<file path="src/hw/rtl/pca_pkg.sv">
// ---------------------------------------------------------------------------
// pca_pkg: shared types and constants for the PID controller
// Beat payloads, configuration register indexes and fixed datapath widths.
// ---------------------------------------------------------------------------
`default_nettype none

package pca_pkg;

    // Sample and gain widths fixed by the field definitions.
    localparam int SAMPLE_WIDTH = 16;
    localparam int GAIN_WIDTH   = 32;
    localparam int DIFF_WIDTH   = SAMPLE_WIDTH + 1;
    // Zero-extended unsigned gain times signed difference, exact.
    localparam int PROD_W       = GAIN_WIDTH + 1 + DIFF_WIDTH;

    // Configuration register indexes.
    localparam int CFG_IDX_W = 3;
    localparam logic [CFG_IDX_W-1:0] CFG_PROP_GAIN      = 3'd0;
    localparam logic [CFG_IDX_W-1:0] CFG_INTEGRAL_GAIN  = 3'd1;
    localparam logic [CFG_IDX_W-1:0] CFG_DERIV_GAIN     = 3'd2;
    localparam logic [CFG_IDX_W-1:0] CFG_OUT_MIN        = 3'd3;
    localparam logic [CFG_IDX_W-1:0] CFG_OUT_MAX        = 3'd4;
    localparam logic [CFG_IDX_W-1:0] CFG_REVERSE_ACTING = 3'd5;

    // Reset values of the output limits.
    localparam logic signed [SAMPLE_WIDTH-1:0] OUT_MIN_RESET = -16'sd255;
    localparam logic signed [SAMPLE_WIDTH-1:0] OUT_MAX_RESET = 16'sd255;

    // Input beat.
    typedef struct packed {
        logic signed [SAMPLE_WIDTH-1:0] measurement;
        logic signed [SAMPLE_WIDTH-1:0] target;
        logic                           auto_mode;
        logic signed [SAMPLE_WIDTH-1:0] manual_value;
    } t_in;

    // Output beat.
    typedef struct packed {
        logic signed [SAMPLE_WIDTH-1:0] drive;
        logic                           computed;
    } t_out;

    // Configuration register file contents.
    typedef struct packed {
        logic [GAIN_WIDTH-1:0]          prop_gain;
        logic [GAIN_WIDTH-1:0]          integral_gain;
        logic [GAIN_WIDTH-1:0]          deriv_gain;
        logic signed [SAMPLE_WIDTH-1:0] out_min;
        logic signed [SAMPLE_WIDTH-1:0] out_max;
        logic                           reverse_acting;
    } t_cfg;

    // Input register contents: the beat plus what the mode tracking adds.
    typedef struct packed {
        t_in                          item;
        logic                         enter;
        logic signed [DIFF_WIDTH-1:0] dmeas;
    } t_stage;

    // Product register contents.
    typedef struct packed {
        logic signed [PROD_W-1:0]       pterm;
        logic signed [PROD_W-1:0]       iinc;
        logic signed [PROD_W-1:0]       dterm;
        logic                           enter;
        logic                           auto_mode;
        logic signed [SAMPLE_WIDTH-1:0] manual_value;
    } t_prod;

endpackage

`default_nettype wire

</file>
<file path="src/hw/rtl/pca_cfg.sv">
// ---------------------------------------------------------------------------
// pca_cfg: configuration register file
// Holds gains, output limits and the reverse flag; flags limit writes.
// ---------------------------------------------------------------------------
`default_nettype none

module pca_cfg (
    input  wire                                  i_clk,
    input  wire                                  i_rst_n,
    input  wire                                  i_cfg_valid,
    output logic                                 o_cfg_ready,
    input  wire  [pca_pkg::CFG_IDX_W-1:0]        i_cfg_index,
    input  wire  [pca_pkg::GAIN_WIDTH-1:0]       i_cfg_data,
    output pca_pkg::t_cfg                        o_cfg,
    output logic                                 o_lim_wr
);
    import pca_pkg::*;

    t_cfg r_cfg;
    logic r_lim_wr;

    // Writes are always taken.
    assign o_cfg_ready = 1'b1;

    // Register file with the limit-write flag registered alongside, so the
    // state clamp sees the new limit.
    always_ff @(posedge i_clk) begin
        if (!i_rst_n) begin
            r_cfg.prop_gain      <= '0;
            r_cfg.integral_gain  <= '0;
            r_cfg.deriv_gain     <= '0;
            r_cfg.out_min        <= OUT_MIN_RESET;
            r_cfg.out_max        <= OUT_MAX_RESET;
            r_cfg.reverse_acting <= 1'b0;
            r_lim_wr             <= 1'b0;
        end else begin
            r_lim_wr <= 1'b0;
            if (i_cfg_valid) begin
                unique case (i_cfg_index)
                    CFG_PROP_GAIN:      r_cfg.prop_gain     <= i_cfg_data;
                    CFG_INTEGRAL_GAIN:  r_cfg.integral_gain <= i_cfg_data;
                    CFG_DERIV_GAIN:     r_cfg.deriv_gain    <= i_cfg_data;
                    CFG_OUT_MIN: begin
                        r_cfg.out_min <= i_cfg_data[SAMPLE_WIDTH-1:0];
                        r_lim_wr      <= 1'b1;
                    end
                    CFG_OUT_MAX: begin
                        r_cfg.out_max <= i_cfg_data[SAMPLE_WIDTH-1:0];
                        r_lim_wr      <= 1'b1;
                    end
                    CFG_REVERSE_ACTING: r_cfg.reverse_acting <= i_cfg_data[0];
                    default: ;
                endcase
            end
        end
    end

    assign o_cfg    = r_cfg;
    assign o_lim_wr = r_lim_wr;

endmodule

`default_nettype wire

</file>
<file path="config.mk">
export PLATFORM = sky130hd
export DESIGN_NAME = pca_cfg
export DESIGN_NICKNAME = d
export VERILOG_FILES = /design/src/hw/rtl/pca_pkg.sv /design/src/hw/rtl/pca_cfg.sv
export SDC_FILE = /design/constraint.sdc
export NUM_CORES = 1
export LEC_CHECK = 0
export BUFFER_PORTS_ARGS = -buffer_cell sky130_fd_sc_hd__buf_2
export CORE_AREA = 4 4 117 119
export CTS_CLUSTER_SIZE = 20
export DETAILED_ROUTE_END_ITERATION = 6
export DIE_AREA = 0 0 121 123
export PLACE_DENSITY = 0.68
export SETUP_SLACK_MARGIN = 0.5
export SYNTH_ARGS = -nofsm -noshare
export SYNTH_HDL_FRONTEND = slang
export SYNTH_SLANG_ARGS = --single-unit
</file>
<file path="constraint.sdc">
create_clock -name i_clk -period 1 [get_ports i_clk]
set_input_delay 0.15 -clock i_clk [delete_from_list [all_inputs] [get_ports i_clk]]
set_output_delay 0.15 -clock i_clk [all_outputs]
set_load 0.02 [all_outputs]
</file>
== Word level (Yosys, flattened, before mapping) ==
Cells that the tools add are included.

* Mux-type cells: 1
* Eq/ne operators: 5
* Reduce and logical (&&, ||, !) cells: 9

{| class="wikitable"
|+ Operators with widths
! kind !! number
|-
| $reduce_and 2->1 || 7
|-
| $eq 3x2->1 const B || 2
|-
| $eq 3x3->1 const B || 2
|-
| $eq 3x1->1 const B || 1
|-
| $logic_not 3->1 || 1
|-
| $reduce_or 2->1 || 1
|-
| $mux 1 || 1
|}

* Bits in registers: 130
* Output and inout port bits: 131
* Input bits: 38
* Word-level logic and storage cells: 22

== Depth between registers and ports, before layout ==
* Depth in word-level cells: 3
* Gate-level depth with buffers: 5
* Mapped depth without buffers: 2

== Least setup slack after synthesis ==
No wires, ideal clock.

* Path kind: input port to flip-flop
* Start: in i_cfg_index[1] (netlist bit)
* End: reg r_cfg (netlist bit o_cfg[103])
* Data required time: 0.928 ns
* Setup time: 0.072 ns
* Buffers on the path: 1
* Arrival: 0.967 ns
* Stages: 3
* Path slack: -0.038 ns
* Path through: nor4b_4 -> buf_6 -> mux2i_1

* Word-level cells in the longest chain between the ends: 2

{| class="wikitable"
|+ Ends and longest elaborated chain
! item !! RTL line !! source
|-
| from (decl) || pca_cfg.sv:12 || <nowiki>input wire [pca_pkg::CFG_IDX_W-1:0] i_cfg_index,</nowiki>
|-
| $logic_not 3->1 || pca_cfg.sv:39 || <nowiki>unique case (i_cfg_index)</nowiki>
|-
| $reduce_and 2->1 (no source line) || -- ||
|-
| to (decl) || pca_cfg.sv:19 || <nowiki>t_cfg r_cfg;</nowiki>
|}

No other way between the ends.
A chain may end at the register's enable or synchronous reset.

== Worst setup path in the final report ==
* Start: reg r_cfg (netlist bit o_cfg[119])
* End: out o_cfg[119] (netlist bit)

{| class="wikitable"
|+ RTL lines
! item !! RTL line !! source
|-
| to (decl) || pca_cfg.sv:14 || <nowiki>output pca_pkg::t_cfg o_cfg,</nowiki>
|}

No word-level cell between the ends.

==> results.txt <==
- Dividing the synthesized area by the synthesized cell count gives 10.37 sq um.
- The final reports fail on negative setup slack.
* Initial Utilization: 39.59%
* Buffers and inverters on the worst path: 1
* Core ar.: 0.01257 sq mm
- Yosys mapped the design onto 15 distinct sky130hd cell types.
* # clock sinks: 130
- Remaining DRCs: 0
- The via count of the first global-routing pass is 4547.
- After the flow finishes, the layout carries non-filler instances totaling 879.
- Clock tree synthesis inserted a total of 17 buffers.
* Non-Filler Cell Area, Final: 0.008797 sq mm
- Max capacitance violation total: 0
- Dividing the detail-routed via count by the number of cells gives 4.821.
- Die ar.: 0.01488 sq mm
- The first global-routing pass estimated 24.65 mm of wire.
- IR analysis of the VDD net gives a maximum drop of 0.9488 mV.
* Max Root-Sink Buffers: 2
- Root cell of the clock tree: sky130_fd_sc_hd__clkbuf_16
- CTS built an H-tree with a depth of 4.
- Pin placement for this block handled 169 I/O pins.
* 1st-pass router iterations: 4
- From bottom edge to top edge, the die measures 123 um.
- For the worst-skew pair, the clock arrives at the later sink with an insertion delay of 0.41 ns.
* Longest individual stage delay on the worst path: 0.37 ns
- Critical path launch point type: flop
- Total power of the final layout: 12970 uW
- Setup slack on the critical path of the routed design comes to -0.06011 ns.
- Final #Nets: 732
* Met3 usage in global routing: 6.404%
- Synthesis inferred 130 register bits.
- Global routing used 36.19% of the available met2 tracks.
- Count of routing violations after the opening detailed-route iteration: 171
* Count of synthesis-stage warnings from yosys: 0
- Clock tree skew after final layout: 0 ns
* Last weighted congestion value of the routability-driven placer: 0.7681
- Max Fclk: 943.3 MHz
- Setup repair after global routing could not meet its margin everywhere.
- Cell Pwr Density: 1474 mW/mm^2
- The run finished, with violations left.
- Static Leakage: 0.003676 uW
* Arrival time at the worst endpoint: 0.91 ns
- Cell type group with the largest total delay on the critical path: flip-flops
- In this run the cell area of the synthesized design comes to 0.004976 sq mm.
- Synthesis produced a netlist whose cell count is 480.
* Total overflow reported by the global router: 0
- In the global route stage, met1 resource usage came out at 26.30%.
- The count of nets left with antenna violations once routing finished came out at 0.
* Number of antenna violations at the first check in global routing: 0
- Total Wirelength: 15.88 mm
* Wire per inst: 18.06 um
- Hold WC Path Type: in -> reg
* Post-detailed-placement half-perimeter wirelength: 9.406 mm
* Ratio of final minimum period to clock period: 106.0%
- Once placement completed, the tool counted placed cells totaling 803.
- Sequential area share after synthesis: 52.30%
* P&R area growth vs syn: 76.79%
- CP max-delay cell: sky130_fd_sc_hd__dfxtp_2
- The max-slew violation count came to 0.
* Placed cell area: 0.006475 sq mm
* Pin count of the biggest net entering global routing: 59
* Fraction of final layout cells with drive strength greater than 1: 58.13%
- STA puts the critical path data required time at 0.85 ns.
- Counting every net in the synthesized netlist gives 518.
- CTS clock-pin slew for the worst setup and hold paths: 0.06 ns
- # diodes: 0
- Measured along the x axis, the die boundary spans 121 um.
- Post-route setup TNS: -3.498 ns
* TritonCTS clock tree: done
* Critical path class: reg -> out
- Critical Path Fanout Max: 2
- Buffers added on ports: 167
- The worst setup path is captured at an output port.
* Num rows: 41
* Worst hold slack: 0.004390 ns
* # fillers: 880
- Setup violations remaining at the end of the flow were counted as 129.
- CP cell instances: buf_6
- GR peak layer: met2
- Post-route minimum period: 1.060 ns
- Across all layers, the routed design uses 4238 vias.
- In the global route stage, overall resource usage came out at 21.76%.
* Number of hold violations in the final report: 0
[power breakdown]
group | switching (uW) | leakage, uW | internal, uW | total (uW)
Combinational | 634 | 0.00225 | 665 | 1300
Clock | 2340 | 0.000292 | 4150 | 6480
Sequential | 88.7 | 0.00113 | 5100 | 5180
[cell usage in the layout (no fill, tap or decap), drive strengths merged]
master / Yosys / final
buf: 24 / 230
dfxtp: 130 / 130
nor4b: 1 / 1
nand4b: 1 / 1
nor2b: 33 / 33
clkinv: 0 / 7
nand2: 144 / 144
nand4bb: 1 / 1
and4b: 1 / 1
o21a: 1 / 1
mux2i: 129 / 129
bufinv: 0 / 4
clkinvlp: 0 / 3
conb: 1 / 1
and4bb: 2 / 2
clkbuf: 12 / 18
inv: 0 / 1
[synthesized netlist by cell type]
| master | count | area [sq um] |
|---|---|---|
| sky130_fd_sc_hd__and4b_2 | 1 | 11.26 |
| sky130_fd_sc_hd__and4bb_2 | 2 | 25.02 |
| sky130_fd_sc_hd__buf_2 | 9 | 45.04 |
| sky130_fd_sc_hd__buf_4 | 4 | 30.03 |
| sky130_fd_sc_hd__buf_6 | 11 | 123.9 |
| sky130_fd_sc_hd__clkbuf_1 | 12 | 45.04 |
| sky130_fd_sc_hd__conb_1 | 1 | 3.750 |
| sky130_fd_sc_hd__dfxtp_1 | 130 | 2603 |
| sky130_fd_sc_hd__mux2i_1 | 129 | 1291 |
| sky130_fd_sc_hd__nand2_1 | 144 | 540.5 |
| sky130_fd_sc_hd__nand4b_1 | 1 | 8.760 |
| sky130_fd_sc_hd__nand4bb_1 | 1 | 11.26 |
| sky130_fd_sc_hd__nor2b_1 | 33 | 206.5 |
| sky130_fd_sc_hd__nor4b_4 | 1 | 23.77 |
| sky130_fd_sc_hd__o21a_1 | 1 | 7.510 |
[metrics by stage]
step                setup WS, ns  utilization [%]
CTS                     -0.05896            68.52
floorplan               -0.03827                -
global placement         -0.1649            51.52
detailed placement       -0.2370            51.52
finish                  -0.06011            69.99
global route            -0.07802            69.99
[per-layer routing]
metal | up-vias | wire (um)
met1 | 2035 | 6427
met4 | 0 | 377
met5 | - | 0
li1 | 2028 | -
met2 | 147 | 7863
met3 | 28 | 1207
[cells by family after synthesis]
kind of cell    after synthesis  synth area share, %
buf+inv                      36                4.903
compound gates                1               0.1509
flops                       130                52.30
mux                         129                25.95
simple gates                183                16.62
other cells                   1              0.07536
[timing repair]
action                                 4_1_cts  5_1_grt
pin swaps                                    4        2
endpoints found under the hold margin        6        0
setup endpoints to repair                  260      260
gates resized for setup                    330       16
setup buffers                               22        9
gates cloned                                12        1
[worst paths after layout]
check                             to  slack, ns                     from  cells past startpoint
min reg2reg  o_cfg[104]$_SDFFE_PN0P_       0.46  o_cfg[104]$_SDFFE_PN0P_                      2
max reg2reg  o_cfg[119]$_SDFFE_PN0P_       0.13  o_cfg[119]$_SDFFE_PN0P_                      4
max                       o_cfg[119]      -0.06  o_cfg[119]$_SDFFE_PN0P_                      1
min           o_cfg[49]$_SDFFE_PN0P_      0.004           i_cfg_data[16]                      3
[flip-flops by register name (all words and copies together), names as in the netlist]
| register | count |
|---|---|
| o_cfg | 129 |
| o_lim_wr | 1 |
[layout make-up]
type | instances | area [sq um] | share of cell area, %
repair buffers | 231 | 2710 | 30.81
flip-flops and latches | 130 | 3015 | 34.28
well taps | 172 | 215.2 | 2.446
clock inverters | 15 | 190.2 | 2.162
clock buffers | 17 | 425.4 | 4.836
multi-input cells | 314 | 2241 | 25.47
Note: power is estimated with default switching activity, not from simulation.
