`config.mk`:
```
export PLATFORM = sky130hd
export DESIGN_NAME = pca_mult
export DESIGN_NICKNAME = d
export VERILOG_FILES = /design/src/hw/rtl/pca_pkg.sv /design/src/hw/rtl/pca_mult.sv
export SDC_FILE = /design/constraint.sdc
export NUM_CORES = 2
export LEC_CHECK = 0
export BUFFER_PORTS_ARGS = -buffer_cell sky130_fd_sc_hd__buf_2
export CAP_MARGIN = 20
export CORE_MARGIN = 3
export CORE_UTILIZATION = 60
export CTS_BUF_LIST = sky130_fd_sc_hd__clkbuf_4 sky130_fd_sc_hd__clkbuf_8 sky130_fd_sc_hd__clkbuf_16
export CTS_CLUSTER_SIZE = 10
export DETAILED_ROUTE_END_ITERATION = 8
export GPL_ROUTABILITY_DRIVEN = 0
export PLACE_DENSITY = 0.79
export SLEW_MARGIN = 20
export SYNTH_ARGS = -nofsm -noshare
export SYNTH_HDL_FRONTEND = slang
export SYNTH_SLANG_ARGS = --single-unit
```
`constraint.sdc`:
```
create_clock -name i_clk -period 23.7 [get_ports i_clk]
set_clock_uncertainty 0.1 [all_clocks]
set_input_delay 4.74 -clock i_clk [delete_from_list [all_inputs] [get_ports i_clk]]
set_output_delay 4.74 -clock i_clk [all_outputs]
set_load 0.05 [all_outputs]
```
`src/hw/rtl/pca_pkg.sv`:
```
// ---------------------------------------------------------------------------
// pca_pkg: shared types and constants for the PID controller
// Beat payloads, configuration register indexes and fixed datapath widths.
// ---------------------------------------------------------------------------
`default_nettype none

package pca_pkg;

    // Sample and gain widths fixed by the field definitions.
    localparam int SAMPLE_WIDTH = 16;
    localparam int GAIN_WIDTH   = 32;
    localparam int DIFF_WIDTH   = SAMPLE_WIDTH + 1;
    // Zero-extended unsigned gain times signed difference, exact.
    localparam int PROD_W       = GAIN_WIDTH + 1 + DIFF_WIDTH;

    // Configuration register indexes.
    localparam int CFG_IDX_W = 3;
    localparam logic [CFG_IDX_W-1:0] CFG_PROP_GAIN      = 3'd0;
    localparam logic [CFG_IDX_W-1:0] CFG_INTEGRAL_GAIN  = 3'd1;
    localparam logic [CFG_IDX_W-1:0] CFG_DERIV_GAIN     = 3'd2;
    localparam logic [CFG_IDX_W-1:0] CFG_OUT_MIN        = 3'd3;
    localparam logic [CFG_IDX_W-1:0] CFG_OUT_MAX        = 3'd4;
    localparam logic [CFG_IDX_W-1:0] CFG_REVERSE_ACTING = 3'd5;

    // Reset values of the output limits.
    localparam logic signed [SAMPLE_WIDTH-1:0] OUT_MIN_RESET = -16'sd255;
    localparam logic signed [SAMPLE_WIDTH-1:0] OUT_MAX_RESET = 16'sd255;

    // Input beat.
    typedef struct packed {
        logic signed [SAMPLE_WIDTH-1:0] measurement;
        logic signed [SAMPLE_WIDTH-1:0] target;
        logic                           auto_mode;
        logic signed [SAMPLE_WIDTH-1:0] manual_value;
    } t_in;

    // Output beat.
    typedef struct packed {
        logic signed [SAMPLE_WIDTH-1:0] drive;
        logic                           computed;
    } t_out;

    // Configuration register file contents.
    typedef struct packed {
        logic [GAIN_WIDTH-1:0]          prop_gain;
        logic [GAIN_WIDTH-1:0]          integral_gain;
        logic [GAIN_WIDTH-1:0]          deriv_gain;
        logic signed [SAMPLE_WIDTH-1:0] out_min;
        logic signed [SAMPLE_WIDTH-1:0] out_max;
        logic                           reverse_acting;
    } t_cfg;

    // Input register contents: the beat plus what the mode tracking adds.
    typedef struct packed {
        t_in                          item;
        logic                         enter;
        logic signed [DIFF_WIDTH-1:0] dmeas;
    } t_stage;

    // Product register contents.
    typedef struct packed {
        logic signed [PROD_W-1:0]       pterm;
        logic signed [PROD_W-1:0]       iinc;
        logic signed [PROD_W-1:0]       dterm;
        logic                           enter;
        logic                           auto_mode;
        logic signed [SAMPLE_WIDTH-1:0] manual_value;
    } t_prod;

endpackage

`default_nettype wire

```
`src/hw/rtl/pca_mult.sv`:
```
// ---------------------------------------------------------------------------
// pca_mult: gain multiply stage
// Forms error, the three exact gain products and the reverse-acting sign.
// ---------------------------------------------------------------------------
`default_nettype none

module pca_mult (
    input  wire             i_clk,
    input  wire             i_rst_n,
    input  wire             i_valid,
    output logic            o_ready,
    input  pca_pkg::t_stage i_stage,
    input  pca_pkg::t_cfg   i_cfg,
    output logic            o_valid,
    input  wire             i_ready,
    output pca_pkg::t_prod  o_prod
);
    import pca_pkg::*;

    logic                         r_valid;
    t_prod                        r_prod;
    t_prod                        n_prod;
    logic signed [DIFF_WIDTH-1:0] err;
    logic signed [PROD_W-1:0]     p_raw;
    logic signed [PROD_W-1:0]     i_raw;
    logic signed [PROD_W-1:0]     d_raw;
    logic                         fire;

    assign o_ready = !r_valid || i_ready;
    assign fire    = i_valid && o_ready;

    // Error and products; gains are zero-extended to signed.
    always_comb begin
        err   = DIFF_WIDTH'(i_stage.item.target) - DIFF_WIDTH'(i_stage.item.measurement);
        p_raw = $signed({1'b0, i_cfg.prop_gain}) * err;
        i_raw = $signed({1'b0, i_cfg.integral_gain}) * err;
        d_raw = $signed({1'b0, i_cfg.deriv_gain}) * i_stage.dmeas;

        n_prod.pterm        = i_cfg.reverse_acting ? -p_raw : p_raw;
        n_prod.iinc         = i_cfg.reverse_acting ? -i_raw : i_raw;
        n_prod.dterm        = i_cfg.reverse_acting ? -d_raw : d_raw;
        n_prod.enter        = i_stage.enter;
        n_prod.auto_mode    = i_stage.item.auto_mode;
        n_prod.manual_value = i_stage.item.manual_value;
    end

    // Product register.
    always_ff @(posedge i_clk) begin
        if (!i_rst_n) begin
            r_valid <= 1'b0;
        end else if (o_ready) begin
            r_valid <= i_valid;
        end
    end

    always_ff @(posedge i_clk) begin
        if (fire) begin
            r_prod <= n_prod;
        end
    end

    assign o_valid = r_valid;
    assign o_prod  = r_prod;

endmodule

`default_nettype wire

```
Yosys cells after proc, flatten, opt, wreduce, memory -nomap -nowiden
Index checks and enable logic that the tools add are counted.
{"block": "totals", "latch_bits": 0, "out_inout_bits": 170, "ff_bits": 169, "ram_bits": 0, "elab_cells": 20, "n_memories": 0, "mem_bits_ro": 0}
{"block": "op_classes", "muxes": 3, "n_addsub": 4, "shifts": 0, "eq_ne": 0, "n_lt_le_gt_ge": 0, "n_bitwise": 0, "reduce_logical": 3, "n_div": 0, "multipliers": 3}
{"operator": "$mul A33 B17 Y50", "n": 3}
{"operator": "$mux W50", "n": 3}
{"operator": "$neg A50 Y50", "n": 3}
{"operator": "$sub A16 B16 Y17", "n": 1}
{"operator": "$logic_and A1 B1 Y1", "n": 1}
{"operator": "$logic_not A1 Y1", "n": 1}
{"operator": "$logic_or A1 B1 Y1", "n": 1}

Depth between registers and ports, before layout
{"block": "logic_depth", "word_depth": 4, "mapped_depth": 40, "depth_no_buf": 38}

Worst setup path before layout
Ideal clock, no wire load.
{"block": "synth_path", "path_type": "input to register", "from": "in i_stage[35] (netlist bit)", "to": "reg r_prod (netlist bit o_prod[167]), data pin", "setup_time_ps": 266, "t_arrival_ps": 13726, "n_path_buf": 3, "t_required_ps": 23334, "path_slack_ps": 9608, "stages": 40, "cell_sequence": "inv_1 ha_1 fa_1 nor2b_1 o21ai_0 a21boi_0 o21ai_0 a21boi_0 o21ai_0 a21boi_0 o21ai_0 nor2b_1 xnor2_1 clkbuf_1 nand2_1 fa_1 inv_1 fa_1 [... 4 more ...] fa_1 inv_1 fa_1 inv_1 ha_1 clkbuf_1 nand4_1 nor3_1 o211ai_1 a31oi_1 nor2_1 xnor2_1 or4b_1 clkbuf_1 nor4_1 nand3_1 o41ai_1 xnor2_1"}
{"element": "start, declared", "line_no": "pca_mult.sv:12", "rtl": "input pca_pkg::t_stage i_stage,"}
{"element": "end signal, assigned", "line_no": "pca_mult.sv:58", "rtl": "r_prod <= n_prod;"}
{"element": "end, declared", "line_no": "pca_mult.sv:21", "rtl": "t_prod r_prod;"}

==> out/metrics.csv <==
stage;metric;value;unit
grt;met2 Usage GRT;50.8;%
logic_synthesis;Post-Synth Adder-Cell Area;49.6;%
worst_setup_path;Worst Setup Path Type;in2reg;
grt;GR Util met3;6.82;%
worst_setup_path;CP peak stage delay;1.05;ns
route;routed vias/inst;5.92;
logic_synthesis;Synth Area in Simple Gates;18.2;%
logic_synthesis;asr flop ratio synth;0;%
logic_synthesis;YS warnings;0;
clocking;clock latency on the worst-skew pair;0.49;ns
clocking;clock slew at reported path FFs;0.08;ns
grt;met1 Resource Use GR;42.2;%
logic_synthesis;complex-gate fraction of the synthesized area;8.93;%
cells_and_area;Final #Nets;9724;
min_path;worst hold path type;reg2reg;
floorplanning;Core ar.;110000;um2
cells_and_area;Core Util, Final;63.6;%
cells_and_area;Layout fillers;9096;
route;Routed WL;182000;um
route;detailed-route DRC error count;0;
worst_setup_path;most frequent CP cell;fa_1;
run;Max Cap Viol;0;
logic_synthesis;Area contributors post-synth;fa_1, inv_1, ha_1;
cells_and_area;fin area;69700;um2
route;routed len/inst;19.9;um
floorplanning;initial core utilization;61.0;%
logic_synthesis;sequential share of the synthesized area;7.58;%
grt;via count of the first global-routing pass;57000;
sta;Worst-Margin Slew;1.13;ns
sta;Setup-failing EPs final;0;
floorplanning;Core Rows;121;
logic_synthesis;Seq cells post-synth;169;
route;DR iter-0 viols;4941;
logic_synthesis;most common flop cell mapped by yosys;edfxtp_1;
grt;GRT overflow;0;
route;total iterations of the first detailed-routing run;9;
logic_synthesis;synthesized area;66800;um2
worst_setup_path;Critical Path AT;16.65;ns
clocking;H-tree Lvls;4;
clocking;cts hold-fix bufs;0;
floorplanning;Die Width;340;um
grt;busiest grt layer;met2;
logic_synthesis;largest family of logic cells by synthesized area;adder cells;
logic_synthesis;most frequent cell after synthesis;inv_1;
grt;overall fraction of global-route tracks in use;32.2;%
clocking;CTS resizes;0;
logic_synthesis;Synth Area in XOR/XNOR;3.30;%
logic_synthesis;most frequent cells after synthesis;inv_1, fa_1, nand2_1;
logic_synthesis;mux cell area share after synthesis;0.215;%
grt;initial antenna violation count;17;
clocking;CTS tree;done;
logic_synthesis;Avg Inst Size Synth;8.61;um2
sta;fmax;60.5;MHz
cells_and_area;Layout area overhead;4.27;%
grt;largest net degree at the start of global routing;94;
place;placed cell areas;69000;um2
grt;global-route wire length before repair;296000;um
place;Port Buffers;337;
worst_setup_path;CP max-delay cell;and4_2;
sta;Fin. Hold Viols;0;
floorplanning;Die Ht;340;um
sta;crit share post-route;69.7;%
place;HPWL Detailed;142000;um
clocking;setup bufs post-CTS;0;
sta;Slew HR;24.6;%
worst_setup_path;top fanout value on the critical path;43;
worst_setup_path;Worst EP required;23.83;ns
route;Routed Antenna Nets;0;
floorplanning;die area;115000;um2
sta;RSZ-0062 raised after global routing;false;
sta;Tmin final;16.52;ns
clocking;CTS root buffer;clkbuf_16;
logic_synthesis;syn nets;9803;
logic_synthesis;Synth Instances;7762;
logic_synthesis;largest area contributor in the netlist;fa_1;
worst_setup_path;CP startpoint kind;primary input;
floorplanning;Top-Level Pins;370;
logic_synthesis;library cells used by synthesis;111;
clocking;clock sink total;169;
clocking;clock tree buffer depth;2;
logic_synthesis;post-synth top area share;40.4;%
sta;Slew Limit Fails;0;
logic_synthesis;Post-synth EDFFs;168;
status;status;complete, no violations;
clocking;CTS Buf Count;17;
worst_setup_path;crit path capture type;flip-flop;
cells_and_area;layout cells sized above 1;6.86;%
route;via count;54400;
sta;Setup TNS;0;ns
registers in the layout (all words and copies together), names as in the netlist:
| name | flops |
|---|---|
| o_valid | 1 |
| o_prod | 168 |
final cells by class:
| type | instances | area [um2] | area share [%] |
|---|---|---|---|
| Sequential cell | 169 | 5060 | 7.27 |
| Timing Repair Buffer | 381 | 2020 | 2.90 |
| Inverter | 1669 | 6260 | 8.99 |
| Clock inverter | 15 | 196 | 0.282 |
| Clock buffer | 17 | 425 | 0.611 |
| Multi-Input combinational cell | 5445 | 53800 | 77.2 |
| Tap cell | 1476 | 1850 | 2.65 |
| Antenna cell | 14 | 35.0 | 0.0503 |
critical path: cells and delay by family:
family,cells,cell delay [ns]
fa+ha+maj,8,3.69
xor+xnor,2,0.36
buf+inv,6,0.72
simple gates,7,3.16
compound gates,12,3.96
cells in the final DEF, fill, tap and decap left out, types with 17 or more instances in the layout:
| cell | count |
|---|---|
| a311oi_1 | 54 |
| buf_4 | 45 |
| xor2_1 | 65 |
| nand4_1 | 27 |
| edfxtp_1 | 168 |
| or3_1 | 32 |
| a21o_1 | 72 |
| nor4_1 | 31 |
| o311ai_0 | 34 |
| ha_1 | 489 |
| buf_2 | 336 |
| o21bai_1 | 19 |
| inv_1 | 1669 |
| or2_2 | 35 |
| nor2_1 | 212 |
| nand3_1 | 173 |
| a21oi_1 | 153 |
| o21ai_0 | 161 |
| o21a_1 | 23 |
| nand2_1 | 1150 |
| o31ai_1 | 36 |
| xnor2_1 | 181 |
| o211ai_1 | 85 |
| and3_1 | 58 |
| a31oi_1 | 17 |
| clkbuf_16 | 17 |
| a211oi_1 | 21 |
| nand3b_1 | 21 |
| fa_1 | 1347 |
| and3b_1 | 35 |
| nor3b_1 | 37 |
| and2_1 | 378 |
| nor3_1 | 60 |
| nor2b_1 | 107 |
| nand2b_1 | 77 |
logic make-up (layout without fill, tap and decap cells):
| family | after synthesis | after routing |
|---|---|---|
| adders and majority gates | 1841 | 1841 |
| xor gates and xnor gates | 252 | 252 |
| DFF | 169 | 169 |
| AOI/OAI and AO/OA | 847 | 847 |
| other | 0 | 14 |
| muxes | 14 | 14 |
| and+or+nand+nor | 2491 | 2491 |
| buffers and inverters | 2148 | 2082 |
worst paths after layout:
path / endpoint / cells after the start / slack, ns / from
worst min register to register: o_valid$_SDFFE_PN0N_ / 2 / 0.44 / o_valid$_SDFFE_PN0N_
worst min-delay path: o_valid$_SDFFE_PN0N_ / 2 / 0.44 / o_valid$_SDFFE_PN0N_
worst max-delay path: o_prod[167]$_DFFE_PP_ / 35 / 7.18 / i_stage[52]
worst max register to register: o_prod[98]$_DFFE_PP_ / 4 / 20.62 / o_valid$_SDFFE_PN0N_
metrics by stage:
stage	instances	setup WS, ns	hold slack [ns]
5_1_grt	9181	6.74	0.489
4_1_cts	9172	7.48	0.456
3_5_place_dp	9140	6.96	0.445
2_1_floorplan	7762	9.61	1.05
3_3_place_gp	9140	7.20	0.411
6_report	9186	7.18	0.442
per-layer routing:
metal / vias to the layer above / part of all wire, %
li1: 23800 / -
met1: 27100 / 38
met2: 2889 / 45
met3: 587 / 10
met4: 4 / 5.6
met5: - / 0.014
Power is left out: the tool's default activity adds up to more than one toggle a clock period on the data nets, which glitch-free logic cannot reach.
