File: src/hw/rtl/pca_pkg.sv
// ---------------------------------------------------------------------------
// pca_pkg: shared types and constants for the PID controller
// Beat payloads, configuration register indexes and fixed datapath widths.
// ---------------------------------------------------------------------------
`default_nettype none

package pca_pkg;

    // Sample and gain widths fixed by the field definitions.
    localparam int SAMPLE_WIDTH = 16;
    localparam int GAIN_WIDTH   = 32;
    localparam int DIFF_WIDTH   = SAMPLE_WIDTH + 1;
    // Zero-extended unsigned gain times signed difference, exact.
    localparam int PROD_W       = GAIN_WIDTH + 1 + DIFF_WIDTH;

    // Configuration register indexes.
    localparam int CFG_IDX_W = 3;
    localparam logic [CFG_IDX_W-1:0] CFG_PROP_GAIN      = 3'd0;
    localparam logic [CFG_IDX_W-1:0] CFG_INTEGRAL_GAIN  = 3'd1;
    localparam logic [CFG_IDX_W-1:0] CFG_DERIV_GAIN     = 3'd2;
    localparam logic [CFG_IDX_W-1:0] CFG_OUT_MIN        = 3'd3;
    localparam logic [CFG_IDX_W-1:0] CFG_OUT_MAX        = 3'd4;
    localparam logic [CFG_IDX_W-1:0] CFG_REVERSE_ACTING = 3'd5;

    // Reset values of the output limits.
    localparam logic signed [SAMPLE_WIDTH-1:0] OUT_MIN_RESET = -16'sd255;
    localparam logic signed [SAMPLE_WIDTH-1:0] OUT_MAX_RESET = 16'sd255;

    // Input beat.
    typedef struct packed {
        logic signed [SAMPLE_WIDTH-1:0] measurement;
        logic signed [SAMPLE_WIDTH-1:0] target;
        logic                           auto_mode;
        logic signed [SAMPLE_WIDTH-1:0] manual_value;
    } t_in;

    // Output beat.
    typedef struct packed {
        logic signed [SAMPLE_WIDTH-1:0] drive;
        logic                           computed;
    } t_out;

    // Configuration register file contents.
    typedef struct packed {
        logic [GAIN_WIDTH-1:0]          prop_gain;
        logic [GAIN_WIDTH-1:0]          integral_gain;
        logic [GAIN_WIDTH-1:0]          deriv_gain;
        logic signed [SAMPLE_WIDTH-1:0] out_min;
        logic signed [SAMPLE_WIDTH-1:0] out_max;
        logic                           reverse_acting;
    } t_cfg;

    // Input register contents: the beat plus what the mode tracking adds.
    typedef struct packed {
        t_in                          item;
        logic                         enter;
        logic signed [DIFF_WIDTH-1:0] dmeas;
    } t_stage;

    // Product register contents.
    typedef struct packed {
        logic signed [PROD_W-1:0]       pterm;
        logic signed [PROD_W-1:0]       iinc;
        logic signed [PROD_W-1:0]       dterm;
        logic                           enter;
        logic                           auto_mode;
        logic signed [SAMPLE_WIDTH-1:0] manual_value;
    } t_prod;

endpackage

`default_nettype wire

File: src/hw/rtl/pca_integ.sv
// ---------------------------------------------------------------------------
// pca_integ: integrator, output sum and result register
// Keeps the integral and held output, saturates both and forms the drive.
// ---------------------------------------------------------------------------
`default_nettype none

module pca_integ #(
    parameter int GAIN_FRAC_BITS = 16
) (
    input  wire            i_clk,
    input  wire            i_rst_n,
    input  wire            i_valid,
    output logic           o_ready,
    input  pca_pkg::t_prod i_prod,
    input  pca_pkg::t_cfg  i_cfg,
    input  wire            i_lim_wr,
    input  wire            i_running,
    output logic           o_valid,
    input  wire            i_out_ready,
    output pca_pkg::t_out  o_out
);
    import pca_pkg::*;

    localparam int IW = SAMPLE_WIDTH + GAIN_FRAC_BITS;
    localparam int SW = PROD_W + 2;
    localparam int RW = SW - GAIN_FRAC_BITS;
    localparam logic signed [SW-1:0] HALF =
        {{(SW - GAIN_FRAC_BITS){1'b0}}, 1'b1, {(GAIN_FRAC_BITS - 1){1'b0}}};

    logic                           r_valid;
    t_out                           r_out;
    logic signed [IW-1:0]           r_integ;
    logic signed [SAMPLE_WIDTH-1:0] r_held;

    logic signed [IW-1:0]           lim_lo_q;
    logic signed [IW-1:0]           lim_hi_q;
    logic signed [SAMPLE_WIDTH-1:0] held_cl;
    logic signed [IW-1:0]           integ_cl;
    logic signed [IW-1:0]           integ_base;
    logic signed [SW-1:0]           integ_wide;
    logic signed [IW-1:0]           integ_new;
    logic signed [SW-1:0]           sum;
    logic signed [SW-1:0]           shifted;
    logic signed [RW-1:0]           rounded;
    logic signed [SAMPLE_WIDTH-1:0] drv;
    logic                           fire;

    assign o_ready = !r_valid || i_out_ready;
    assign fire    = i_valid && o_ready;

    // Integral limits in Q.F.
    assign lim_lo_q = $signed({i_cfg.out_min, {GAIN_FRAC_BITS{1'b0}}});
    assign lim_hi_q = $signed({i_cfg.out_max, {GAIN_FRAC_BITS{1'b0}}});

    // Saturation tests the upper limit first, so crossed limits resolve the
    // same way everywhere.
    always_comb begin
        if (r_held > i_cfg.out_max) begin
            held_cl = i_cfg.out_max;
        end else if (r_held < i_cfg.out_min) begin
            held_cl = i_cfg.out_min;
        end else begin
            held_cl = r_held;
        end

        if (r_integ > lim_hi_q) begin
            integ_cl = lim_hi_q;
        end else if (r_integ < lim_lo_q) begin
            integ_cl = lim_lo_q;
        end else begin
            integ_cl = r_integ;
        end
    end

    // Integral update; on entry to automatic it starts from the held output.
    always_comb begin
        integ_base = i_prod.enter ? $signed({held_cl, {GAIN_FRAC_BITS{1'b0}}}) : r_integ;
        integ_wide = SW'(integ_base) + SW'(i_prod.iinc);
        if (integ_wide > SW'(lim_hi_q)) begin
            integ_new = lim_hi_q;
        end else if (integ_wide < SW'(lim_lo_q)) begin
            integ_new = lim_lo_q;
        end else begin
            integ_new = integ_wide[IW-1:0];
        end
    end

    // Output sum, round half up, saturate.
    always_comb begin
        sum     = SW'(i_prod.pterm) + SW'(integ_new) - SW'(i_prod.dterm) + HALF;
        shifted = sum >>> GAIN_FRAC_BITS;
        rounded = shifted[RW-1:0];
        if (rounded > RW'(i_cfg.out_max)) begin
            drv = i_cfg.out_max;
        end else if (rounded < RW'(i_cfg.out_min)) begin
            drv = i_cfg.out_min;
        end else begin
            drv = rounded[SAMPLE_WIDTH-1:0];
        end
    end

    // Controller state: updated per beat, clamped after a limit write while in automatic.
    always_ff @(posedge i_clk) begin
        if (!i_rst_n) begin
            r_integ <= '0;
            r_held  <= '0;
        end else if (fire) begin
            if (i_prod.auto_mode) begin
                r_integ <= integ_new;
                r_held  <= drv;
            end else begin
                r_held <= i_prod.manual_value;
            end
        end else if (i_lim_wr && i_running) begin
            r_integ <= integ_cl;
            r_held  <= held_cl;
        end
    end

    // Result register.
    always_ff @(posedge i_clk) begin
        if (!i_rst_n) begin
            r_valid <= 1'b0;
        end else if (o_ready) begin
            r_valid <= i_valid;
        end
    end

    always_ff @(posedge i_clk) begin
        if (fire) begin
            r_out.drive    <= i_prod.auto_mode ? drv : i_prod.manual_value;
            r_out.computed <= i_prod.auto_mode;
        end
    end

    assign o_valid = r_valid;
    assign o_out   = r_out;

endmodule

`default_nettype wire

File: config.mk
export PLATFORM = sky130hd
export DESIGN_NAME = pca_integ
export DESIGN_NICKNAME = d
export VERILOG_FILES = /design/src/hw/rtl/pca_pkg.sv /design/src/hw/rtl/pca_integ.sv
export SDC_FILE = /design/constraint.sdc
export NUM_CORES = 1
export LEC_CHECK = 0
export BUFFER_PORTS_ARGS = -buffer_cell sky130_fd_sc_hd__buf_2
export CAP_MARGIN = 20
export CORE_MARGIN = 10
export CORE_UTILIZATION = 63
export CTS_CLUSTER_DIAMETER = 150
export DETAILED_ROUTE_END_ITERATION = 16
export PLACE_DENSITY = 0.86
export SYNTH_ARGS = -nofsm -noshare
export SYNTH_HDL_FRONTEND = slang
export SYNTH_SLANG_ARGS = --single-unit
File: constraint.sdc
create_clock -name i_clk -period 32.2 [get_ports i_clk]
set_input_delay 6.44 -clock i_clk [delete_from_list [all_inputs] [get_ports i_clk]]
set_output_delay 6.44 -clock i_clk [all_outputs]
set_load 0.01 [all_outputs]
### Word level (Yosys, flattened, before mapping)

Cells that the tools add are included.

* memory bits (read-only): 0
* bits in writable memories: 0
* latch bits: 0
* flip-flop bits (word level): 66
* memories kept: 0

* $add $sub $neg: 4
* shift operators: 0
* reductions and logical operators: 7
* bitwise operators: 0
* multiply operators: 0
* magnitude comparators: 8
* equality and inequality tests: 1
* mux-type cells: 15
* div/mod/pow operators: 0

Operators by type and width (count)
* 32-bit two-way mux: 8
* 16-bit two-way mux: 7
* 52-bit by 17-bit adder with 52-bit output (second input constant): 1
* 51-bit by 50-bit subtractor with 52-bit output: 1
* 32-bit by 50-bit adder with 51-bit output: 1
* 50-bit by 32-bit adder with 51-bit output: 1
* 51-bit by 32-bit greater-than comparator with 1-bit output: 1
* 51-bit by 32-bit < comparator with 1-bit output: 1
* 36-bit by 16-bit greater-than comparator with 1-bit output: 1
* 36-bit by 16-bit < comparator with 1-bit output: 1
* 32-bit greater-than comparator: 1
* 32-bit < comparator: 1
* 16-bit greater-than comparator: 1
* 16-bit < comparator: 1
* 3-bit AND reduction: 1
* 3-bit nonzero test: 1
* 1-bit logical AND: 2
* 2-bit != test (second input constant): 1
* 2-bit nonzero test: 1
* 1-bit zero test: 1
* 1-bit logical OR: 1

### Logic depth before layout (Yosys ltp)

Gate-level depths: netlist of run 1.

* depth in word-level cells: 16
* gate-level depth with buffers: 75
* gate-level depth less buffers: 69

### Least setup slack after synthesis of run 1

Ideal clock, no wire load.

* kind: input port to flip-flop
* start: input i_cfg[16] (netlist name)
* end: register r_held[10]
* required time: 32.085 ns
* buffers on the path: 6
* arrival time: 20.126 ns
* stages on the path: 67
* path slack: 11.959 ns
* cells stage by stage: inv_1 -> ha_1 -> nand4_1 -> nor2_1 -> o211ai_1 -> and4_1 -> a211o_1 -> clkbuf_1 -> clkbuf_1 -> clkbuf_1 -> a21oi_1 -> mux2_2 -> ha_1 -> a21o_1 -> a21o_1 -> a21oi_1 -> o31ai_1 -> a21oi_1 -> [... 31 more ...] -> a2111oi_0 -> or2_2 -> o21ai_0 -> xor2_1 -> ha_1 -> and3_1 -> nand3_1 -> nor4_1 -> a221oi_1 -> o21ai_0 -> a21o_1 -> or3_1 -> and2_1 -> clkbuf_1 -> nand2_1 -> a21oi_1 -> a221o_1 -> o21a_1

* longest elaborated chain between the ends: 15
* elaborated cells on any way between the ends: 18

Ends and longest elaborated chain
* from (decl): RTL line pca_integ.sv:15 `input pca_pkg::t_cfg i_cfg,`
* 16-bit greater-than comparator: RTL line pca_integ.sv:58 `if (r_held > i_cfg.out_max) begin`
* 16-bit two-way mux: RTL line pca_integ.sv:58
* 32-bit two-way mux: RTL line pca_integ.sv:77 `integ_base = i_prod.enter ? $signed({held_cl, {GAIN_FRAC_BITS{1'b0}}}) : r_integ;`
* 32-bit by 50-bit adder with 51-bit output: RTL line pca_integ.sv:78 `integ_wide = SW'(integ_base) + SW'(i_prod.iinc);`
* 51-bit by 32-bit < comparator with 1-bit output: RTL line pca_integ.sv:81 `end else if (integ_wide < SW'(lim_lo_q)) begin`
* 32-bit two-way mux: RTL line pca_integ.sv:81
* 32-bit two-way mux: RTL line pca_integ.sv:79 `if (integ_wide > SW'(lim_hi_q)) begin`
* 50-bit by 32-bit adder with 51-bit output: RTL line pca_integ.sv:90 `sum = SW'(i_prod.pterm) + SW'(integ_new) - SW'(i_prod.dterm) + HALF;`
* 51-bit by 50-bit subtractor with 52-bit output: RTL line pca_integ.sv:90
* 52-bit by 17-bit adder with 52-bit output: RTL line pca_integ.sv:90
* 36-bit by 16-bit < comparator with 1-bit output: RTL line pca_integ.sv:95 `end else if (rounded < RW'(i_cfg.out_min)) begin`
* 16-bit two-way mux: RTL line pca_integ.sv:95
* 16-bit two-way mux: RTL line pca_integ.sv:93 `if (rounded > RW'(i_cfg.out_max)) begin`
* 16-bit two-way mux: RTL line pca_integ.sv:108 `if (i_prod.auto_mode) begin`
* 16-bit two-way mux (*): RTL line pca_integ.sv:107 `end else if (fire) begin`
* to (signal assigned): RTL line pca_integ.sv:110 `r_held <= drv;`
* to (signal assigned): RTL line pca_integ.sv:112 `r_held <= i_prod.manual_value;`
* to (signal assigned): RTL line pca_integ.sv:116 `r_held <= held_cl;`
* to (decl): RTL line pca_integ.sv:33 `logic signed [SAMPLE_WIDTH-1:0] r_held;`

Every way passes the cells marked *; elsewhere a longest branch is shown, timed or not. The select of a mux whose other input is x is not followed.
A chain may end at the register's enable or synchronous reset.

### Worst setup path after layout of run 1

* start: input i_cfg[2] (netlist name)
* end: register r_out (netlist bit o_out[6]), data pin

* longest elaborated chain between the ends: 14
* elaborated cells on any way between the ends: 16

Ends and longest elaborated chain
* 16-bit greater-than comparator: RTL line pca_integ.sv:58
* 16-bit two-way mux: RTL line pca_integ.sv:58
* 32-bit two-way mux: RTL line pca_integ.sv:77
* 32-bit by 50-bit adder with 51-bit output: RTL line pca_integ.sv:78
* 51-bit by 32-bit < comparator with 1-bit output: RTL line pca_integ.sv:81
* 32-bit two-way mux: RTL line pca_integ.sv:81
* 32-bit two-way mux: RTL line pca_integ.sv:79
* 50-bit by 32-bit adder with 51-bit output: RTL line pca_integ.sv:90
* 51-bit by 50-bit subtractor with 52-bit output: RTL line pca_integ.sv:90
* 52-bit by 17-bit adder with 52-bit output: RTL line pca_integ.sv:90
* 36-bit by 16-bit < comparator with 1-bit output: RTL line pca_integ.sv:95
* 16-bit two-way mux: RTL line pca_integ.sv:95
* 16-bit two-way mux (*): RTL line pca_integ.sv:93
* 16-bit two-way mux (*): RTL line pca_integ.sv:131 `r_out.drive <= i_prod.auto_mode ? drv : i_prod.manual_value;`
* to (decl): RTL line pca_integ.sv:31 `t_out r_out;`

Every way passes the cells marked *; elsewhere a longest branch is shown, timed or not.

==> results.py, run 1 <==
metrics = {
    "run_status": {
        "outcome": "finished clean",
    },
    "finish": {
        "final_layout_size_suffix_gt1_frac": 0.1443,
        "syn_to_final_growth_pct": 10.76,
        "fin_nets": 2911,
        "final_common_cell": "ha_1",
        "nFillCells": 2048,
        "mostFrequentLayoutCells": "ha_1 (353), buf_2 (224), a21oi_1 (196)",
        "diodes": 0,
    },
    "worst_setup_path": {
        "r2r_slack_ps": 13840,
        "path_delay_family": "compound AO/OA/AOI/OAI gates",
        "cp.arrival_ps": 24510,
        "r2r-end": "o_out[6]",
        "endpoint": "o_out[6]",
        "timing.critical_path.fanout_max": 36,
        "r2r_cells": 64,
        "r2r_start": "r_held[1]",
        "worstSetupStartpoint": "i_cfg[2]",
        "crit_path_start_kind": "input port",
        "path_buf_inv": 6,
        "worstSetupPathDepth": 66,
        "critical_path.slowest_cell": "nor4_1",
        "worstPathRequired_ps": 32290,
        "crit_type": "in2reg",
        "cp-end-kind": "register",
        "cpPeakStageDelay_ps": 1000,
    },
    "sta": {
        "hold_viol_final": 0,
        "setup_tns_ps": 0,
        "slew_headroom": 0.1953,
        "timing.fmax_mhz": 40.95,
        "grt_setup_unrepaired": "no",
        "setup_violations": 0,
        "clock_skew_ps": 5.418,
        "slew_violations": 0,
        "fin_crit_sh": 0.7585,
        "min_period_ps": 24420,
        "max_slew.worst_pin.slew_ps": 1196,
    },
    "synth": {
        "synth-main-ff-cell": "dfxtp_1",
        "synth_edf_count": 17,
        "mappedNetlistArea_um2": 15970,
        "synth_top_area_frac": 0.2766,
        "yosys.area.top_type": "ha_1",
        "syn-instance-count": 2017,
        "yosysSeqAreaShare": 0.09339,
        "synth-async-reset-ratio": 0,
        "synth.distinct_cells": 93,
        "synth_area_leaders": "ha_1 (28%), fa_1 (6.3%), a21oi_1 (6.2%), dfxtp_1 (6.1%), a21o_1 (4.1%)",
        "synthesis.nets": 2723,
        "synth.avg_cell_area_um2": 7.918,
        "synth_seq_cells": 66,
        "synth_warnings": 0,
    },
    "cts": {
        "cts_root_buffer": "clkbuf_16",
        "clock_latency_ps": 340,
        "htreeDepth": 3,
        "cts_tree": "yes",
        "clk_pin_slew_ps": 60,
        "hold_buffers": 0,
        "clock-sinks": 66,
        "cts.repair.resized": 0,
        "numCtsBuffers": 9,
        "max-clock-path-buffers": 2,
        "postCtsSetupRepairBufs": 0,
    },
    "die": {
        "coreArea_um2": 25040,
        "dieArea_um2": 32120,
        "ios": 322,
        "initial_core_util": 0.6379,
        "rows": 58,
        "fp.dieH_um": 179.2,
        "chipWidth_um": 179.2,
    },
    "route": {
        "via_count": 16585,
        "drc": 0,
        "viasPerCell": 6.530,
        "drt-initial-drc-count": 1746,
        "wl_mm": 56.79,
        "dr.pass1.iters": 6,
        "wire_per_inst_um": 22.36,
        "detail-route-antenna-nets": 0,
    },
    "grt": {
        "grt_overflow_total": 0,
        "grt_pass1_vias": 16361,
        "grt_usage": 0.3430,
        "grt_max_degree": 47,
        "antenna_found_initial": 1,
        "grt_pass1_wl_mm": 87.14,
    },
    "run": {
        "drv_cap": 0,
    },
    "placed_design": {
        "dp_hpwl_mm": 47.04,
        "numPortBuffers": 224,
        "place.gp.congestion": 1.003,
    },
    "hold_path": {
        "min_path_type": "reg2reg",
    },
}
[area by class of cell]
class / count / area [um^2] / share of cell area
repair buffers: 238 / 1226 / 0.06932
clock buffers: 12 / 289.0 / 0.01634
multi-input cells: 1744 / 13690 / 0.7741
flip-flops and latches: 66 / 1491 / 0.08431
inverters: 146 / 548.0 / 0.03098
clock inverters: 4 / 28.78 / 0.001627
well taps: 330 / 412.9 / 0.02334
[layer usage]
metal / wire [um] / vias to the layer above / global-route usage
li1: - / 7879 / -
met1: 21890 / 7672 / 0.4002
met2: 26810 / 834 / 0.5870
met3: 4334 / 198 / 0.04570
met4: 3749 / 2 / 0.2084
met5: 11 / - / 0
[cell usage after synthesis (8+ instances only)]
cell type and count:
xor2_1 23, nand3_1 53, ha_1 353, a31oi_1 24
or3_1 8, clkbuf_1 54, edfxtp_1 17, o211ai_1 28
o21a_1 28, nand2b_1 30, o21ai_0 88, a21oi_1 197
or2_2 9, nor3_1 42, nor2b_1 39, and3_1 23
dfxtp_1 49, o21bai_1 15, xnor2_1 43, nor2_1 147
o21ai_1 11, o31ai_1 11, inv_1 145, nor4_1 20
fa_1 50, and2_1 13, o221ai_1 14, nand4_1 41
mux2_2 27, a211oi_1 14, nand2_1 151, mux2i_1 28
a21o_1 87
[sequential cells by signal, indices dropped and copies added (netlist names)]
register / count
r_held: 16
r_integ: 32
o_out: 17
o_valid: 1
[worst min-delay path: stages (launching register included)]
cell	delay, ps
dfxtp_1	310
nand2_1	60
a21oi_1	50
[kinds of logic after synthesis]
kind of cell	count (synthesis)	share of synthesized area
simple gates	605	0.1866
flops	66	0.09339
compound gates	615	0.2578
mux	55	0.03659
xor+xnor	66	0.03620
buf+inv	207	0.05014
fa+ha+maj	403	0.3392
[stage by stage]
| stage | cells | cell area (um^2) | utilization | hold slack (ps) | worst slack [ps] |
|---|---|---|---|---|---|
| 2_1_floorplan | 2017 | 15970 | - | 434.8 | 11960 |
| 3_3_place_gp | 2524 | 17370 | 0.6939 | 449.5 | 8184 |
| 3_5_place_dp | 2524 | 17370 | 0.6939 | 455.2 | 7782 |
| 4_1_cts | 2540 | 17690 | 0.7065 | 459.7 | 8139 |
| 5_1_grt | 2540 | 17690 | 0.7065 | 471.6 | 6694 |
| 6_report | 2540 | 17690 | 0.7065 | 461.0 | 7778 |
[worst min path at each step]
stage,startpoint,endpoint,slack [ps],cells after the start
2_1_floorplan,r_integ[5],r_integ[5],430,2
3_3_place_gp,r_integ[5],r_integ[5],450,2
3_5_place_dp,r_integ[5],r_integ[5],460,2
4_1_cts,r_integ[5],r_integ[5],460,2
5_1_grt,r_integ[5],r_integ[5],470,2
6_report,r_integ[5],r_integ[5],460,2
Power of run 1 is left out: the tool's default activity adds up to more than one toggle a clock period on the data nets, which glitch-free logic cannot reach.
==> run 2: changes to the inputs <==
--- a/config.mk
+++ b/config.mk
@@ -8,10 +8,10 @@
 export BUFFER_PORTS_ARGS = -buffer_cell sky130_fd_sc_hd__buf_2
 export CAP_MARGIN = 20
 export CORE_MARGIN = 10
-export CORE_UTILIZATION = 63
+export CORE_UTILIZATION = 53
 export CTS_CLUSTER_DIAMETER = 150
 export DETAILED_ROUTE_END_ITERATION = 16
-export PLACE_DENSITY = 0.86
+export PLACE_DENSITY = 0.76
 export SYNTH_ARGS = -nofsm -noshare
 export SYNTH_HDL_FRONTEND = slang
 export SYNTH_SLANG_ARGS = --single-unit
==> constraint.sdc (replaced) <==
create_clock -name i_clk -period 20.7 [get_ports i_clk]
set_input_delay 4.14 -clock i_clk [delete_from_list [all_inputs] [get_ports i_clk]]
set_output_delay 4.14 -clock i_clk [all_outputs]
set_load 0.01 [all_outputs]
==> results.py, run 2 (synthesis results as in run 1) <==
metrics = {
    "run_status": {
        "outcome": "finished clean",
    },
    "finish": {
        "final_layout_size_suffix_gt1_frac": 0.1870,
        "syn_to_final_growth_pct": 16.85,
        "fin_nets": 3027,
        "mostFrequentLayoutCells": "ha_1 (353), buf_2 (224), a21oi_1 (196)",
        "final_common_cell": "ha_1",
        "largest-register": "r_integ",
        "largest_reg_flops": 32,
        "diodes": 0,
        "nFillCells": 2708,
    },
    "sta": {
        "setup_tns_ps": 0,
        "min_period_ps": 19800,
        "timing.fmax_mhz": 50.50,
        "slew_violations": 0,
        "slew_headroom": 0.3067,
        "hold_viol_final": 0,
        "clock_skew_ps": 7.821,
        "fin_crit_sh": 0.9566,
        "grt_setup_unrepaired": "no",
        "max_slew.worst_pin.slew_ps": 1040,
        "setup_violations": 0,
    },
    "cts": {
        "clock-sinks": 66,
        "clk_pin_slew_ps": 60,
        "numCtsBuffers": 9,
        "cts_root_buffer": "clkbuf_16",
        "hold_buffers": 0,
        "clock_latency_ps": 340,
        "cts_tree": "yes",
        "postCtsSetupRepairBufs": 0,
        "htreeDepth": 3,
        "cts.repair.resized": 0,
        "max-clock-path-buffers": 2,
    },
    "hold_path": {
        "min_path_type": "reg2reg",
        "hp-start": "r_integ[0]",
    },
    "route": {
        "wire_per_inst_um": 20.92,
        "via_count": 16707,
        "dr.pass1.iters": 6,
        "viasPerCell": 6.151,
        "wl_mm": 56.83,
        "drc": 0,
        "drt-initial-drc-count": 1443,
        "detail-route-antenna-nets": 0,
    },
    "die": {
        "dieArea_um2": 37480,
        "initial_core_util": 0.5374,
        "coreArea_um2": 29720,
        "chipWidth_um": 193.6,
        "fp.dieH_um": 193.6,
        "ios": 322,
        "rows": 63,
    },
    "worst_setup_path": {
        "critical_path.slowest_cell": "a2111oi_0",
        "cpPeakStageDelay_ps": 640,
        "worstPathRequired_ps": 20790,
        "crit_type": "in2reg",
        "cp.arrival_ps": 19890,
        "timing.critical_path.fanout_max": 23,
        "cp-end-kind": "register",
        "worstSetupStartpoint": "i_cfg[18]",
        "r2r_start": "r_held[1]",
        "crit_path_start_kind": "input port",
    },
    "placed_design": {
        "place.gp.congestion": 1.031,
        "numPortBuffers": 224,
        "dp_hpwl_mm": 47.91,
    },
    "run": {
        "drv_cap": 0,
    },
    "grt": {
        "grt_overflow_total": 0,
        "grt_pass1_wl_mm": 89.73,
        "grt_pass1_vias": 16467,
        "grt_max_degree": 47,
        "antenna_found_initial": 0,
        "grt_usage": 0.2910,
    },
}
==> run 2: final timing paths <==
kind,end,slack [ps],depth (start not counted)
hold / removal,r_integ[0],470,2
setup reg to reg,o_out[5],4670,64
hold reg to reg,r_integ[0],470,2
setup / recovery,o_out[5],900,66
==> run 2: final cells by class <==
cell class                 instances  area, um^2  area share
clock inverter                     7       68.82    0.003688
clock buffer                       9       225.2     0.01207
multi-input combinational       1744       13690      0.7338
sequential                        66        1491     0.07992
tap                              390       488.0     0.02615
timing repair buffer             354        2147      0.1151
inverter                         146       548.0     0.02937
==> run 2: routing by layer <==
| metal | share of wire | up-vias | GRT usage | routed length (um) |
|---|---|---|---|---|
| met5 | 0 | - | 0 | 0 |
| li1 | - | 8123 | - | - |
| met1 | 0.41 | 7778 | 0.3640 | 23200 |
| met3 | 0.079 | 123 | 0.04530 | 4469 |
| met4 | 0.044 | 0 | 0.1136 | 2485 |
| met2 | 0.47 | 683 | 0.4903 | 26680 |
==> run 2: worst max-delay path: cells and delay by family <==
family | cells | cell delay (ps)
AND/OR/NAND/NOR | 12 | 2420
AO/OA/AOI/OAI | 36 | 8130
XOR/XNOR | 2 | 370
buffers and inverters | 4 | 870
adder cells (fa/ha/maj) | 7 | 2140
multiplexers | 5 | 1770
==> run 2: stage by stage <==
stage               cell area [um^2]  setup slack (ps)  hold WS, ps  cells    util
floorplan                      15970              2759        434.8   2017       -
finish                         18660             899.0        469.7   2716  0.6280
CTS                            18660              1150        468.3   2716  0.6280
global route                   18660             15.60        501.9   2716  0.6280
global placement               18370              1067        453.2   2700  0.6181
detailed placement             18370             841.3        459.9   2700  0.6181
Power of run 2 is left out for the same reason.
==> run 3: changes to the inputs <==
--- a/config.mk
+++ b/config.mk
@@ -7,7 +7,7 @@
 export LEC_CHECK = 0
 export BUFFER_PORTS_ARGS = -buffer_cell sky130_fd_sc_hd__buf_2
 export CAP_MARGIN = 20
-export CORE_MARGIN = 10
+export CORE_MARGIN = 1
 export CORE_UTILIZATION = 53
 export CTS_CLUSTER_DIAMETER = 150
 export DETAILED_ROUTE_END_ITERATION = 16
==> results.py, run 3 (synthesis results as in run 1) <==
metrics = {
    "run_status": {
        "outcome": "finished clean",
    },
    "placed_design": {
        "numPortBuffers": 224,
        "dp_cells": 2656,
        "dp_hpwl_mm": 44.80,
        "place.gp.congestion": 1.011,
    },
    "finish": {
        "final_layout_size_suffix_gt1_frac": 0.1718,
        "instances_no_fill": 2672,
        "mostFrequentLayoutCells": "ha_1 (353), buf_2 (224), a21oi_1 (196)",
        "syn_to_final_growth_pct": 15.00,
        "largest_reg_flops": 32,
        "nFillCells": 2742,
        "largest-register": "r_integ",
        "diodes": 0,
        "fin_nets": 2983,
        "final_common_cell": "ha_1",
    },
    "grt": {
        "grt_usage": 0.3422,
        "grt_overflow_total": 0,
        "grt_max_degree": 47,
        "antenna_found_initial": 1,
        "grt_pass1_vias": 15956,
        "grt_pass1_wl_mm": 83.27,
    },
    "route": {
        "via_count": 16646,
        "detail-route-antenna-nets": 0,
        "drt-initial-drc-count": 1286,
        "dr.pass1.iters": 6,
        "wire_per_inst_um": 19.94,
        "wl_mm": 53.29,
        "viasPerCell": 6.230,
        "drc": 0,
    },
    "worst_setup_path": {
        "path_delay_family": "compound AO/OA/AOI/OAI gates",
        "crit_path_start_kind": "input port",
        "critical_path.slowest_cell": "a21oi_2",
        "cp-end-kind": "register",
        "critPathMostFrequentCell": "a21oi_1",
        "timing.critical_path.fanout_max": 18,
        "cp.arrival_ps": 19570,
        "path_buf_inv": 5,
        "cpPeakStageDelay_ps": 680,
        "worstPathRequired_ps": 20790,
        "crit_type": "in2reg",
    },
    "cts": {
        "cts_tree": "yes",
        "max-clock-path-buffers": 2,
        "hold_buffers": 0,
        "clk_pin_slew_ps": 60,
        "clock-sinks": 66,
        "clock_latency_ps": 350,
        "htreeDepth": 3,
        "numCtsBuffers": 9,
        "cts_root_buffer": "clkbuf_16",
    },
    "sta": {
        "clock_skew_ps": 8.854,
        "setup_tns_ps": 0,
        "slew_headroom": 0.2989,
        "min_period_ps": 19480,
        "timing.fmax_mhz": 51.33,
        "slew_violations": 0,
        "setup_violations": 0,
        "grt_setup_unrepaired": "no",
        "max_slew.worst_pin.slew_ps": 1052,
        "hold_viol_final": 0,
        "fin_crit_sh": 0.9411,
    },
    "die": {
        "coreArea_um2": 29640,
        "fp.dieH_um": 175.6,
        "initial_core_util": 0.5388,
        "dieArea_um2": 30830,
        "rows": 63,
        "chipWidth_um": 175.6,
        "ios": 322,
    },
    "hold_path": {
        "min_path_type": "reg2reg",
    },
    "run": {
        "drv_cap": 0,
    },
}
==> run 3: cell types whose count changed in the layout (fill, tap and decap cells not counted), sizes merged <==
cell	previous run	this run
clkbuf	9	11
bufinv	1	2
buf	354	310
clkinv	4	1
==> run 3: worst reg2reg max path: cells and delay by family (launching register included) <==
family	cells	cell delay, ps
AO/OA/AOI/OAI	34	7440
XOR/XNOR	2	370
adder cells (fa/ha/maj)	7	2190
buffers and inverters	3	660
flip-flops	1	360
multiplexers	4	1380
AND/OR/NAND/NOR	15	3030
==> run 3: area by class of cell <==
class | instances | area, um^2 | area share
well taps | 390 | 488.0 | 0.02657
repair buffers | 310 | 1817 | 0.09892
flip-flops and latches | 66 | 1491 | 0.08120
clock inverters | 5 | 85.08 | 0.004632
multi-input cells | 1744 | 13690 | 0.7456
clock buffers | 11 | 242.7 | 0.01322
inverters | 146 | 548.0 | 0.02984
==> run 3: path summary, 6_finish.rpt <==
kind                    from          to  slack (ps)  cells past startpoint
setup / recovery   i_cfg[18]    o_out[5]        1220                     67
hold / removal    r_integ[5]  r_integ[5]         470                      2
hold reg to reg   r_integ[5]  r_integ[5]         470                      2
setup reg to reg   r_held[1]    o_out[5]        5000                     65
==> run 3: layer usage <==
layer  up-vias  share of wire  GRT usage
li1       8040              -          -
met1      7744           0.41     0.4234
met2       712           0.46     0.5819
met3       148          0.077    0.04545
met4         2          0.053     0.1688
met5         -        0.00024          0
==> run 3: stage by stage <==
| stage | area (um^2) | utilization | hold WS (ps) | setup slack [ps] |
|---|---|---|---|---|
| global route | 18370 | 0.6197 | 491.8 | 178.3 |
| floorplan | 15970 | - | 434.8 | 2759 |
| global placement | 18040 | 0.6086 | 453.6 | 1087 |
| finish | 18370 | 0.6197 | 465.8 | 1220 |
| CTS | 18370 | 0.6196 | 468.8 | 1168 |
| detailed placement | 18040 | 0.6086 | 461.6 | 876.1 |
==> run 3: what timing repair did <==
action	in CTS	in global routing
endpoints found under the setup margin	0	2
gates resized for setup	0	1
buffers inserted	0	0
Power of run 3 is left out for the same reason.
